**src/design/btbb_pkg.sv**
```systemverilog
// Shared types, constants and helpers for the bloom threshold box blur block.
// No dependencies; btbb_thresh and the top module import it, btbb_cfg_if uses its widths.
package btbb_pkg;

  localparam int MAX_WIDTH_DEF  = 1024;
  localparam int MAX_HEIGHT_DEF = 1024;

  localparam int BLUR_RADIUS = 4;
  localparam int TAPS        = 2 * BLUR_RADIUS + 1;
  localparam int WIN         = 2 * BLUR_RADIUS;

  localparam int DIM_CFG_W = 11;
  localparam int GAIN_W    = 12;
  localparam int CFG_W     = 12;
  localparam int CFG_IDX_W = 2;

  localparam logic [DIM_CFG_W-1:0] WIDTH_RST  = DIM_CFG_W'(640);
  localparam logic [DIM_CFG_W-1:0] HEIGHT_RST = DIM_CFG_W'(480);
  localparam logic [GAIN_W-1:0]    GAIN_RST   = GAIN_W'(256);

  // luma weights, 16-bit fixed point
  localparam logic [23:0] LUMA_R      = 24'd19595;
  localparam logic [23:0] LUMA_G      = 24'd38470;
  localparam logic [23:0] LUMA_B      = 24'd7471;
  localparam logic [24:0] LUMA_THRESH = 25'd13369344;
  // span = 51 << 16; divide by 51 as multiply by ceil(2^20 / 51)
  localparam logic [28:0] RECIP_51    = 29'd20561;

  // divide by TAPS: multiply by ceil(2^DIV_SH / TAPS)
  localparam int DIV_SH = 20;
  localparam int RECIP  = ((1 << DIV_SH) + TAPS - 1) / TAPS;
  localparam int RECW   = $clog2(RECIP + 1);
  localparam int HSW    = $clog2(TAPS * 255 + 1);

  typedef enum logic [CFG_IDX_W-1:0] {
    REG_FRAME_WIDTH  = 2'd0,
    REG_FRAME_HEIGHT = 2'd1,
    REG_BLOOM_GAIN   = 2'd2
  } reg_idx_t;

  typedef enum logic {
    OP_PIXEL = 1'b0,
    OP_DRAIN = 1'b1
  } op_t;

  typedef struct packed {
    logic [7:0] r;
    logic [7:0] g;
    logic [7:0] b;
  } rgb_t;

  typedef enum logic [2:0] {
    ST_IDLE,
    ST_THRESH,
    ST_HSUM,
    ST_HDIV,
    ST_VSUM,
    ST_VDIV,
    ST_BLEND
  } state_t;

  function automatic logic [7:0] div_taps(input logic [HSW-1:0] s);
    logic [HSW+RECW-1:0] p;
    p = (HSW+RECW)'(s) * (HSW+RECW)'(RECIP);
    return p[DIV_SH+7:DIV_SH];
  endfunction

endpackage

```
**src/design/btbb_thresh.sv**
```systemverilog
// Four-stage free-running bright-pass pipeline: luma, excess over threshold,
// per-channel scale and divide by the span. Depends on btbb_pkg.
module btbb_thresh (
  input  logic            clk,
  input  btbb_pkg::rgb_t  pix_i,
  output btbb_pkg::rgb_t  bright_o
);
  import btbb_pkg::*;

  logic [23:0] pr_r, pg_r, pb_r;
  rgb_t        p1_r, p2_r;
  logic [21:0] e_r;
  logic [13:0] cr_r, cg_r, cb_r;
  logic [24:0] luma;
  logic [29:0] mr, mg, mb;
  logic [28:0] dr, dg, db;

  always_comb begin
    luma = 25'(pr_r) + 25'(pg_r) + 25'(pb_r);
    mr = 30'(p2_r.r) * 30'(e_r);
    mg = 30'(p2_r.g) * 30'(e_r);
    mb = 30'(p2_r.b) * 30'(e_r);
    dr = 29'(cr_r) * RECIP_51;
    dg = 29'(cg_r) * RECIP_51;
    db = 29'(cb_r) * RECIP_51;
  end

  always_ff @(posedge clk) begin
    pr_r <= LUMA_R * 24'(pix_i.r);
    pg_r <= LUMA_G * 24'(pix_i.g);
    pb_r <= LUMA_B * 24'(pix_i.b);
    p1_r <= pix_i;
    // at or below threshold the excess is zero, so the scale gives zero
    e_r  <= (luma > LUMA_THRESH) ? 22'(luma - LUMA_THRESH) : '0;
    p2_r <= p1_r;
    cr_r <= mr[29:16];
    cg_r <= mg[29:16];
    cb_r <= mb[29:16];
    bright_o.r <= dr[27:20];
    bright_o.g <= dg[27:20];
    bright_o.b <= db[27:20];
  end

endmodule

```
**config.mk**
```make
export PLATFORM = sky130hd
export DESIGN_NAME = btbb_thresh
export DESIGN_NICKNAME = d
export VERILOG_FILES = /design/src/design/btbb_pkg.sv /design/src/design/btbb_thresh.sv
export SDC_FILE = /design/constraint.sdc
export NUM_CORES = 2
export LEC_CHECK = 0
export BUFFER_PORTS_ARGS = -buffer_cell sky130_fd_sc_hd__buf_4
export CAP_MARGIN = 10
export CORE_MARGIN = 1
export CORE_UTILIZATION = 65
export CTS_CLUSTER_SIZE = 25
export DETAILED_ROUTE_END_ITERATION = 16
export GPL_ROUTABILITY_DRIVEN = 0
export PLACE_DENSITY_LB_ADDON = 0.2
export SYNTH_ARGS = -nofsm -noshare
export SYNTH_HDL_FRONTEND = slang
export SYNTH_SLANG_ARGS = --single-unit
```
**constraint.sdc**
```tcl
create_clock -name clk -period 14.5 [get_ports clk]
set_input_delay 2.9 -clock clk [delete_from_list [all_inputs] [get_ports clk]]
set_output_delay 2.9 -clock clk [all_outputs]
set_load 0.005 [all_outputs]
```
==> impl_results.md <==
* Status: completed
* Die area at 50900 um2
* Synth Cell Area at 32500 um2
* Maxcap violations at 0
* CTS Buf Count at 17
* Xor/xnor share of the synthesized area at 3.26%
* Source of the worst register-to-register timing path: e_r[10]$_SDFF_PP0_
* Fraction of the mapped netlist area in compound gates at 7.28%
* Setup bufs post-CTS at 0
* Register clock-pin slew on the reported worst setup and hold paths at 0.07 ns
* Top_reg_cell synth: dfxtp_1
* Post-CTS sizing at 0
* Setup WS pre-CTS at 7.18 ns
* Initial drt markers at approximately 1.2k
* Hold Vio Cnt, Final at 0
* Critical path launch point type: primary input
* Clk_lat worst skew at between 0.4 and 0.5 ns
* Pin count of the biggest net entering global routing at 25
* Vias at about 23k
* Clock Tree Buf Depth at 2
* Hold path depth at 0
* Synth warn at 0
* Fin. max-slew vios at 0
* Final core utilization at 69.3%
* Worst setup margin at 7.70 ns
* Core footprint at 49200 um2
* Layout cell share with drive strength beyond 1 at 3.96%
* Skew final at between 0.006 and 0.007 ns
* Worst Hold End: p2_r[5]$_DFF_P_
* CP Max Fanout at 7
* Final setup fails at 0
* Die W at 226 um
* CTS Hold Bufs at 0
* Multiplexer share of the synthesized area at 0%
* Final WL at 70100 um
* Seq cells post-synth at 200
* Non-filler instance count after layout at 4047
* RR Endpoint: cr_r[13]$_DFF_P_
* Overflow after GRT at 0
* Detailed Routing Iterations Pass 1 at 5
* Asr flop ratio synth at 0%
* CTS tree: done
* GRT Total Usage at between 20 and 30%
* Final min period at 6.80 ns
* Routed WL per cell at around 17 um
* First-pass GRT wire length at between 100000 and 150000 um
* Leakage power at 18.7 nW
* Nets@finish at 4512
* Syn nets at 4528
* Rel. slew slack at between 10% and 20%
* CP Capture Type: flop
* H-tree levels at 4
* Critical path arrival at 7.19 ns
* Worst Hold Class: flop to flop
* Clock Root Buffer: clkbuf_16
* Power Density at 177 nW/um2
* Antenna violations before repair at 1
* Post-synth EDFFs at 0
* Starting Density at 66.2%
* Setup_tns at 0 ns
* Post-route ant nets at 0
* Worst-margin pin slew at 1.20 ns
* Mean Syn Cell Area at 9.61 um2
* Port Buffer Count at 48
* Max IR drop VDD at 0.000390 V
* Commonest non-fill, non-tap cell in the layout: ha_1
* Setup CP Type: primary input to flop
* Hold_sp: p1_r[5]$_DFF_P_
* Ports at ~50
* Clock sink total at 200
* Via/cell ratio at 5.66
* Post-synthesis sequential area ratio at 12.3%
* Vias in the first global route at 25.0k
* Worst reg-to-reg path cell count at 17
* Rows at 81
* Part of the cycle the worst path needs at 46.9%
* Post-route DRC at 0
* Critical path startpoint: pix_i[5]
* Post-Synth Simple-Gate Area at roughly 14%
* DP Wirelength at ~57000 um
* Cells after DPL at 4014
* RSZ-0062 raised after global routing: false
* Reg2Reg Setup Slack at 8.13 ns
* Layout Area Growth over Synthesis at 4.68%
* Yosys cell types at 68
* Die H at 226 um
* Mapped Cells at 3385
* FMAX at 147 MHz
* Synth Area in Adders at 54.4%
* Largest family of logic cells by synthesized area: adder cells
* Critical Path RT at between 10 and 15 ns
* Commonest cells after routing, fill and taps aside: ha_1, inv_1, fa_1
## cell families (layout without fill, tap and decap cells)
| group | Yosys count | in the layout |
|---|---|---|
| compound gates | 353 | 353 |
| buf+inv | 715 | 712 |
| xor+xnor | 121 | 121 |
| fa+ha+maj | 1118 | 1118 |
| other cells | 0 | 1 |
| simple gates | 878 | 878 |
| flops | 200 | 200 |
## how the worst max path moves through the flow
stage                             endpoint  slack, ns  depth (start not counted)
after CTS                 pb_r[20]$_DFF_P_       7.72                         16
after global placement    pb_r[20]$_DFF_P_       7.26                         16
after global routing      pb_r[20]$_DFF_P_       7.43                         16
after detailed placement  pb_r[20]$_DFF_P_       7.18                         16
final                     pb_r[20]$_DFF_P_       7.70                         16
after floorplan           pb_r[20]$_DFF_P_       7.63                         15
## metrics by stage
step / area (um2) / hold slack (ns) / power, mW
after floorplan: 32500 / 0.310 / 4.44
after global placement: 33500 / 0.316 / 5.30
after detailed placement: 33500 / 0.315 / 5.48
after CTS: 34000 / 0.331 / 6.04
after global routing: 34000 / 0.336 / 6.73
final: 34000 / 0.329 / 6.02
## power by group
group | switching (mW) | total, mW | internal (mW)
clock | 0.235 | 0.486 | 0.251
combinational | 2.68 | 4.63 | 1.95
sequential | 0.176 | 0.908 | 0.732
total | 3.09 | 6.02 | 2.93
## Yosys cell counts, drive strengths merged, types with 3 or more instances
master / count / area share [%]
a41oi: 4 / 0.11
ha: 624 / 24
o2111ai: 4 / 0.11
nand4: 11 / 0.21
o21bai: 12 / 0.28
nand2: 212 / 2.4
nor3: 49 / 0.77
or3: 14 / 0.27
a21oi: 106 / 1.6
nand2b: 17 / 0.33
buf: 6 / 0.12
inv: 613 / 7.1
and4: 6 / 0.16
o221a: 3 / 0.10
dfxtp: 200 / 12
a21o: 26 / 0.60
o21a: 28 / 0.65
clkbuf: 96 / 1.1
a31oi: 5 / 0.096
or4: 4 / 0.092
and3: 17 / 0.33
o21ai: 77 / 1.3
o2111a: 4 / 0.14
a2111oi: 4 / 0.13
nor2b: 20 / 0.41
nand3: 20 / 0.31
nor2: 93 / 1.1
o31a: 10 / 0.27
nor4: 7 / 0.13
xnor2: 87 / 2.3
fa: 494 / 30
o31ai: 13 / 0.36
and2: 393 / 7.6
or2: 8 / 0.15
o211ai: 12 / 0.28
a211oi: 23 / 0.53
xor2: 34 / 0.92
## routing by layer
metal  wire length (um)  vias up  GRT usage [%]
li1                   -    10800              -
met2              35300      568           51.9
met5                  0        -              0
met1              29100    11400           36.4
met4               2630        0           12.6
met3               3130      145           4.54
## worst max-delay path, stage by stage
cell and delay, ns:
buf_4 0.15, fa_1 0.57, fa_1 0.56, inv_1 0.05, fa_1 0.53, inv_1 0.05
fa_1 0.42, ha_1 0.34, or2_2 0.29, a21oi_1 0.15, a21oi_1 0.10, a41oi_1 0.31
a21boi_0 0.17, a211oi_1 0.33, a21oi_1 0.14, xnor2_1 0.13
## cell type report
cell class	instances	area [um2]
Sequential cell	200	4000
Timing Repair Buffer	67	503
Antenna cell	1	2.50
Fill cell	3732	15100
Clock buffer	20	457
Tap cell	664	831
Multi-Input combinational cell	2470	25800
Inverter	613	2300
Clock inverter	12	130
## state kept, by name (all words and copies together) (netlist names), 20 cells and up
signal	cells
bright_o	24
p1_r	24
p2_r	24
e_r	22
pg_r	22
pr_r	22
pb_r	20
Note: power is estimated with default switching activity, not from simulation.
